[config.mk]
export PLATFORM = sky130hd
export DESIGN_NAME = earliest_free_worker_scheduler_top
export DESIGN_NICKNAME = d
export VERILOG_FILES = /design/src/rtl/efws_pkg.sv /design/src/rtl/efws_mem.sv /design/src/rtl/efws_ctrl.sv /design/src/rtl/earliest_free_worker_scheduler_top.sv
export SDC_FILE = /design/constraint.sdc
export NUM_CORES = 1
export LEC_CHECK = 0
export BUFFER_PORTS_ARGS = -buffer_cell sky130_fd_sc_hd__buf_2
export CORE_ASPECT_RATIO = 1.5
export CORE_MARGIN = 2
export CORE_UTILIZATION = 55
export CTS_CLUSTER_SIZE = 20
export DETAILED_ROUTE_END_ITERATION = 7
export PLACE_DENSITY = 0.71
export SYNTH_ARGS = -nofsm -noshare
export SYNTH_HDL_FRONTEND = slang
export SYNTH_SLANG_ARGS = --single-unit
export TNS_END_PERCENT = 1
[constraint.sdc]
create_clock -name clk -period 19.55 [get_ports clk]
set_input_delay 5.865 -clock clk [delete_from_list [all_inputs] [get_ports clk]]
set_output_delay 5.865 -clock clk [all_outputs]
set_load 0.02 [all_outputs]
[src/rtl/efws_pkg.sv]
// ---------------------------------------------------------------------------
// efws_pkg
// shared widths and the result bundle of the earliest free worker scheduler
// ---------------------------------------------------------------------------
package efws_pkg;

  localparam int TIME_W   = 48;
  localparam int DUR_W    = 32;
  localparam int WORKER_W = 4;
  localparam int CFG_W    = 5;

  typedef logic [TIME_W-1:0] time_t;

  typedef struct packed {
    logic                valid;
    logic [WORKER_W-1:0] worker;
    time_t               job_start;
  } efws_res_t;

endpackage

[src/rtl/efws_mem.sv]
// ---------------------------------------------------------------------------
// efws_mem
// busy-until time store, one write port and one read port, registered read
// ---------------------------------------------------------------------------
module efws_mem #(
  parameter int DEPTH = 16,
  parameter int AW    = 4
) (
  input  logic                  clk,
  input  logic                  we,
  input  logic [AW-1:0]         waddr,
  input  efws_pkg::time_t       wdata,
  input  logic [AW-1:0]         raddr,
  output efws_pkg::time_t       rdata
);
  import efws_pkg::*;

  time_t mem_r [DEPTH];
  time_t rdata_r;

  always_ff @(posedge clk) begin
    if (we) begin
      mem_r[waddr] <= wdata;
    end
    rdata_r <= mem_r[raddr];
  end

  assign rdata = rdata_r;

endmodule

[src/rtl/efws_ctrl.sv]
// ---------------------------------------------------------------------------
// efws_ctrl
// request sequencer: scans the busy-until store for the earliest worker,
// updates its time and clears the store on reset and on a batch start
// ---------------------------------------------------------------------------
module efws_ctrl #(
  parameter int MAX_WORKERS = 16,
  parameter int IW          = 4
) (
  input  logic                          clk,
  input  logic                          rst_n,
  input  logic                          cfg_wr_en,
  input  logic [efws_pkg::CFG_W-1:0]    cfg_wr_data,
  input  logic                          in_valid,
  output logic                          in_stall,
  input  logic [efws_pkg::DUR_W-1:0]    in_duration,
  input  logic                          in_batch_start,
  input  logic                          out_ready,
  output efws_pkg::efws_res_t           res,
  output logic                          mem_we,
  output logic [IW-1:0]                 mem_waddr,
  output efws_pkg::time_t               mem_wdata,
  output logic [IW-1:0]                 mem_raddr,
  input  efws_pkg::time_t               mem_rdata
);
  import efws_pkg::*;

  localparam int CW = $clog2(MAX_WORKERS + 1);
  localparam logic [IW-1:0] LAST_IDX = IW'(MAX_WORKERS - 1);

  typedef enum logic [1:0] {
    S_IDLE,
    S_CLR,
    S_SCAN,
    S_WB
  } state_t;

  state_t             state_r;
  logic [CFG_W-1:0]   act_r;
  logic [CW-1:0]      n_w;
  logic [CW-1:0]      k_r;
  logic [IW-1:0]      pend_idx_r;
  logic [IW-1:0]      clr_idx_r;
  logic               clr_job_r;
  logic [IW-1:0]      best_idx_r;
  time_t              best_time_r;
  logic [DUR_W-1:0]   dur_r;
  logic [TIME_W:0]    sum_w;
  time_t              upd_w;
  logic               take_w;
  logic               accept_w;

  // active worker count, clamped to one .. MAX_WORKERS
  always_comb begin
    if (act_r == '0) begin
      n_w = CW'(1);
    end else if (32'(act_r) > MAX_WORKERS) begin
      n_w = CW'(MAX_WORKERS);
    end else begin
      n_w = CW'(act_r);
    end
  end

  assign accept_w = in_valid && !in_stall;
  assign in_stall = (state_r != S_IDLE) || !rst_n;

  // saturating update of the chosen worker
  assign sum_w = {1'b0, best_time_r} + (TIME_W + 1)'(dur_r);
  assign upd_w = sum_w[TIME_W] ? {TIME_W{1'b1}} : sum_w[TIME_W-1:0];

  assign take_w = (pend_idx_r == '0) || (mem_rdata < best_time_r);

  always_comb begin
    mem_raddr = '0;
    if (state_r == S_SCAN) begin
      mem_raddr = k_r[IW-1:0];
    end
  end

  always_comb begin
    mem_we    = 1'b0;
    mem_waddr = best_idx_r;
    mem_wdata = upd_w;
    case (state_r)
      S_CLR: begin
        mem_we    = 1'b1;
        mem_waddr = clr_idx_r;
        mem_wdata = '0;
      end
      S_WB: begin
        mem_we = out_ready;
      end
      default: begin
        mem_we = 1'b0;
      end
    endcase
  end

  assign res.valid     = (state_r == S_WB) && out_ready;
  assign res.worker    = WORKER_W'(best_idx_r);
  assign res.job_start = best_time_r;

  always_ff @(posedge clk) begin
    if (!rst_n) begin
      state_r   <= S_CLR;
      act_r     <= CFG_W'(1);
      clr_idx_r <= '0;
      clr_job_r <= 1'b0;
      k_r       <= '0;
    end else begin
      if (cfg_wr_en) begin
        act_r <= cfg_wr_data;
      end
      case (state_r)
        S_IDLE: begin
          if (accept_w) begin
            dur_r      <= in_duration;
            pend_idx_r <= '0;
            clr_idx_r  <= '0;
            clr_job_r  <= 1'b1;
            if (in_batch_start) begin
              state_r <= S_CLR;
            end else begin
              // address zero is read during the accept cycle
              k_r     <= CW'(1);
              state_r <= S_SCAN;
            end
          end
        end
        S_CLR: begin
          clr_idx_r <= clr_idx_r + 1'b1;
          if (clr_idx_r == LAST_IDX) begin
            best_idx_r  <= '0;
            best_time_r <= '0;
            state_r     <= clr_job_r ? S_WB : S_IDLE;
          end
        end
        S_SCAN: begin
          if (take_w) begin
            best_idx_r  <= pend_idx_r;
            best_time_r <= mem_rdata;
          end
          if (k_r < n_w) begin
            pend_idx_r <= k_r[IW-1:0];
            k_r        <= k_r + 1'b1;
          end else begin
            state_r <= S_WB;
          end
        end
        S_WB: begin
          if (out_ready) begin
            state_r <= S_IDLE;
          end
        end
        default: begin
          state_r <= S_IDLE;
        end
      endcase
    end
  end

`ifndef SYNTH
  a_accept_starts_work: assert property (@(posedge clk) disable iff (!rst_n)
    accept_w |=> (state_r == S_SCAN || state_r == S_CLR))
    else $error("accepted request did not start a scan or clear");

  a_scan_in_range: assert property (@(posedge clk) disable iff (!rst_n)
    (state_r == S_SCAN) |-> (CW'(pend_idx_r) < n_w))
    else $error("scan read beyond the active workers");

  a_choice_in_range: assert property (@(posedge clk) disable iff (!rst_n)
    (state_r == S_WB) |-> (CW'(best_idx_r) < n_w))
    else $error("chosen worker not active");

  a_result_then_idle: assert property (@(posedge clk) disable iff (!rst_n)
    res.valid |=> (state_r == S_IDLE))
    else $error("sequencer busy after result");
`endif

endmodule

[src/rtl/earliest_free_worker_scheduler_top.sv]
// ---------------------------------------------------------------------------
// earliest_free_worker_scheduler_top
// assigns each job to the active worker that frees up first and returns the
// worker with the job's start time
// ---------------------------------------------------------------------------
//  channel  | handshake                   | payload
//  ---------+-----------------------------+---------------------------------
//  in       | in_valid / in_stall         | in_duration, in_batch_start
//  out      | out_valid / out_stall       | out_worker, out_job_start
//  cfg      | cfg_wr_en                   | cfg_wr_data (active_workers)
//
//  out_valid rises after a request is accepted, once the one-read-per-cycle
//  scan of the time store has covered n, the clamped active worker count;
//  a new request waits until the last result is in the output register
//  a batch-start request skips the scan and runs a clearing sweep over all
//  MAX_WORKERS entries; its result is worker zero with start time zero
//  after reset a clearing pass runs with in_stall high
//  the next request is taken while a result waits in the output register
// ---------------------------------------------------------------------------
module earliest_free_worker_scheduler_top #(
  parameter int MAX_WORKERS = 16
) (
  input  logic                               clk,
  input  logic                               rst_n,
  input  logic                               cfg_wr_en,
  input  logic [efws_pkg::CFG_W-1:0]         cfg_wr_data,
  input  logic                               in_valid,
  output logic                               in_stall,
  input  logic [efws_pkg::DUR_W-1:0]         in_duration,
  input  logic                               in_batch_start,
  output logic                               out_valid,
  input  logic                               out_stall,
  output logic [efws_pkg::WORKER_W-1:0]      out_worker,
  output logic [efws_pkg::TIME_W-1:0]        out_job_start
);
  import efws_pkg::*;

  localparam int IW = (MAX_WORKERS > 1) ? $clog2(MAX_WORKERS) : 1;

  efws_res_t           res;
  logic                out_ready;
  logic                mem_we;
  logic [IW-1:0]       mem_waddr;
  time_t               mem_wdata;
  logic [IW-1:0]       mem_raddr;
  time_t               mem_rdata;
  logic                out_valid_r;
  logic [WORKER_W-1:0] out_worker_r;
  time_t               out_start_r;

  assign out_ready = !out_valid_r || !out_stall;

  efws_ctrl #(
    .MAX_WORKERS (MAX_WORKERS),
    .IW          (IW)
  ) u_ctrl (
    .clk            (clk),
    .rst_n          (rst_n),
    .cfg_wr_en      (cfg_wr_en),
    .cfg_wr_data    (cfg_wr_data),
    .in_valid       (in_valid),
    .in_stall       (in_stall),
    .in_duration    (in_duration),
    .in_batch_start (in_batch_start),
    .out_ready      (out_ready),
    .res            (res),
    .mem_we         (mem_we),
    .mem_waddr      (mem_waddr),
    .mem_wdata      (mem_wdata),
    .mem_raddr      (mem_raddr),
    .mem_rdata      (mem_rdata)
  );

  efws_mem #(
    .DEPTH (MAX_WORKERS),
    .AW    (IW)
  ) u_mem (
    .clk   (clk),
    .we    (mem_we),
    .waddr (mem_waddr),
    .wdata (mem_wdata),
    .raddr (mem_raddr),
    .rdata (mem_rdata)
  );

  always_ff @(posedge clk) begin
    if (!rst_n) begin
      out_valid_r <= 1'b0;
    end else if (res.valid) begin
      out_valid_r <= 1'b1;
    end else if (!out_stall) begin
      out_valid_r <= 1'b0;
    end
  end

  always_ff @(posedge clk) begin
    if (res.valid) begin
      out_worker_r <= res.worker;
      out_start_r  <= res.job_start;
    end
  end

  assign out_valid     = out_valid_r;
  assign out_worker    = out_worker_r;
  assign out_job_start = out_start_r;

endmodule
==> flow_summary.json <==
{
  "status": "completed",
  "drc": 0,
  "synthesis.instances": 2842,
  "syn_avg_cell_area_sq_um": 14.3,
  "critical_path.max_stage_delay_ns": 0.16,
  "cp_max_fo": 7,
  "die-width_microns": 226,
  "core_area_sq_mm": 0.0734,
  "pre_cts_ws_ns": 7.45,
  "clk_latency_ns": 0.65,
  "cts-root-buf": "clkbuf_16",
  "max_slew_margin_pct": 13.0,
  "report.final.hold_viol_count": 0,
  "postCtsSetupBuffers": 0,
  "setup.worst_path.end_class": "primary output",
  "drv_slew": 0,
  "wirelength_mm": 104,
  "areaGrowthSynthToFinish_pct": 10.7,
  "rsz0062_at_grt": "no",
  "drive_above_1_share_pct": 15.6,
  "fin_ws_ns": 7.44,
  "p_leak_nw": 15.2,
  "drt-pass1-iter-count": 6,
  "ys_seq_elements": 974,
  "setup_violations": 0,
  "synth_edf_count": 908,
  "dp_cells": 3816,
  "via_per_inst": 6.28,
  "cp_slowest_cell": "buf_2",
  "utilization_pct": 61.3,
  "worstPathArrival_ns": 6.24,
  "place_hpwl_mm": 58.8,
  "design.die.area_sq_mm": 0.0761,
  "layout.nets": 3047,
  "syn_nets": 2976,
  "skew_ns": 0.0158,
  "drv_cap": 0,
  "fillers": 5384,
  "power.density_mw_per_mm2": 131,
  "tns_ns": 0,
  "worst_ir_drop_vdd_mv": 0.145,
  "min_period_ns": 12.11,
  "htree_levels": 3,
  "fin_cells": 3978,
  "cts_tree": "built",
  "reg2reg_setup_slack_ns": 14.83,
  "io_pins": 97,
  "clkTransAtPathRegs_ns": 0.06,
  "path_class": "input pin to primary output",
  "drt_iter0_drc": 2696,
  "clock-sinks": 974,
  "cpMostUsedCell": "buf_2",
  "antenna_found_initial": 1,
  "min_period_over_period_pct": 61.9,
  "yosys_warnings": 0,
  "grt_pass1_wl_mm": 153,
  "tightest_slew_ns": 1.30,
  "min_path_type": "register to register",
  "clockBufferDepth": 3,
  "first_global_vias": 25300,
  "cts-buffers-inserted": 87,
  "synth_flop_cell": "edfxtp_1",
  "grt.overflow.total": 0,
  "critPathRequiredTime_ns": 13.68,
  "rows": 122,
  "cts-hold-fix-buffers": 0,
  "syn_area_sq_mm": 0.0407,
  "post_drt_wl_per_cell_microns": 26.1,
  "yosysUniqueCellTypes": 67,
  "diodes": 0,
  "ys_async_sr_fraction_pct": 0,
  "numPortBuffers": 96,
  "crit_chain": "buf_2, nand2_1, buf_2",
  "grt_max_degree": 98,
  "cts_resized": 0,
  "max_freq_mhz": 82.6,
  "gp_congestion": 0.897,
  "vias": 25000,
  "worst_setup_path_start_kind": "input pin",
  "initial_utilization_pct": 55.4,
  "die_y_microns": 337,
  "seq_area_frac_synth_pct": 70.3,
  "drtAntennaViolNets": 0,
  "grt_usage_pct": 27.3
}
==> path summary, 6_finish.rpt <==
check | from | to | cells past startpoint
worst max-delay path | rst_n | in_stall | 3
worst min-delay path | u_ctrl.clr_job_r | u_ctrl.clr_job_r | 2
worst max register to register | u_ctrl.best_time_r[17] | u_mem.mem_r[6][20] | 11
worst min register to register | u_ctrl.clr_job_r | u_ctrl.clr_job_r | 2
==> power breakdown <==
group | total (mW) | internal [mW] | switching (mW)
combinational | 1.29 | 0.379 | 0.913
sequential | 2.98 | 2.84 | 0.136
clock | 1.63 | 0.895 | 0.732
==> cell usage in the layout, fill, tap and decap left out, types with 10 or more instances in the layout <==
cell       synthesis  routed
a211oi_1         148     147
a21o_1            33      33
a21oi_1          238     238
a31oi_1           14      13
and2_1            58      56
and3_1            10      10
buf_2              8      96
buf_4              4      50
clkbuf_1         127      22
clkbuf_16          0      89
clkinv_1           1      13
clkinv_2           0      23
dfxtp_1           66      63
edfxtp_1         908     908
ha_1              90      88
inv_1             66      64
mux2_2           145     145
mux2i_1          105     105
nand2_1          201     198
nand3_1           64      64
nand4_1           19      19
nor2_1           111      94
nor2_4             0      17
nor2b_1           51      51
nor3_1            13      13
o21ai_0          135     135
o22ai_1           49      49
o31ai_1           48      48
xnor2_1           18      18
xor2_1            16      16
==> routing by layer <==
layer / up-vias / wire [microns] / track usage [%]
met5: - / 0 / 0
met4: 0 / 4590 / 13.5
met3: 273 / 7400 / 3.42
met2: 1211 / 53500 / 48.4
met1: 12500 / 38500 / 32.9
li1: 11000 / - / -
==> cell type report <==
class,count,area (sq um),share of cell area [%]
sequential,974,28600,63.5
multi-input combinational,1637,11400,25.2
clock buffer,115,2360,5.25
tap,992,1240,2.76
timing repair buffer,146,856,1.90
clock inverter,47,324,0.720
inverter,67,259,0.575
==> kinds of logic after synthesis <==
group / after synthesis / synth area share, %
flops: 974 / 70.3
compound gates: 720 / 11.1
simple gates: 542 / 6.22
mux: 250 / 6.60
buf+inv: 231 / 2.24
fa+ha+maj: 91 / 2.82
xor+xnor: 34 / 0.733
==> per-stage QoR <==
stage               instance area (sq um)  power (mW)  hold WS (ns)
finish                              45000        5.89         0.482
global route                        45000        6.11         0.494
CTS                                 45000        5.90         0.476
detailed placement                  42300        4.29         0.467
global placement                    42300        4.22         0.442
floorplan                           40700        3.77         0.415
==> critical path, delay by kind of cell <==
family,cells,cell delay (ns)
buffers and inverters,2,0.31
AND/OR/NAND/NOR,1,0.06
==> registers in the layout (all words and copies together) (netlist names), 5 cells and up <==
signal	flops
u_mem.mem_r	768
out_job_start	48
u_ctrl.best_time_r	48
u_mem.rdata	48
u_ctrl.dur_r	32
u_ctrl.act_r	5
u_ctrl.k_r	5
==> synth_stat cells, drive strengths merged, types with 2 or more instances <==
cell type,number,area [sq um]
nor3,14,75.1
a22oi,2,15.0
o31ai,49,382
xnor2,18,158
a221oi,3,32.5
clkbuf,129,487
nand3,64,320
mux2i,105,1050
o21ai,139,703
nand4,19,119
buf,35,171
o2111a,3,33.8
a21boi,3,22.5
a221o,3,30.0
o22ai,49,307
and3,10,62.6
o21a,5,37.5
nor4,3,18.8
ha,90,1130
xor2,16,140
a32oi,2,17.5
a311oi,3,26.3
and2,58,363
nand2,202,761
mux2,145,1630
inv,66,248
nor2b,51,319
o211ai,4,30.0
a31oi,14,87.6
a211oi,151,1150
a21o,33,248
a21oi,241,1220
a31o,4,35.0
nand2b,5,31.3
a211o,4,35.0
nor2,111,417
edfxtp,908,27300
dfxtp,66,1320
No activity file was read; power rests on OpenSTA's default activity.
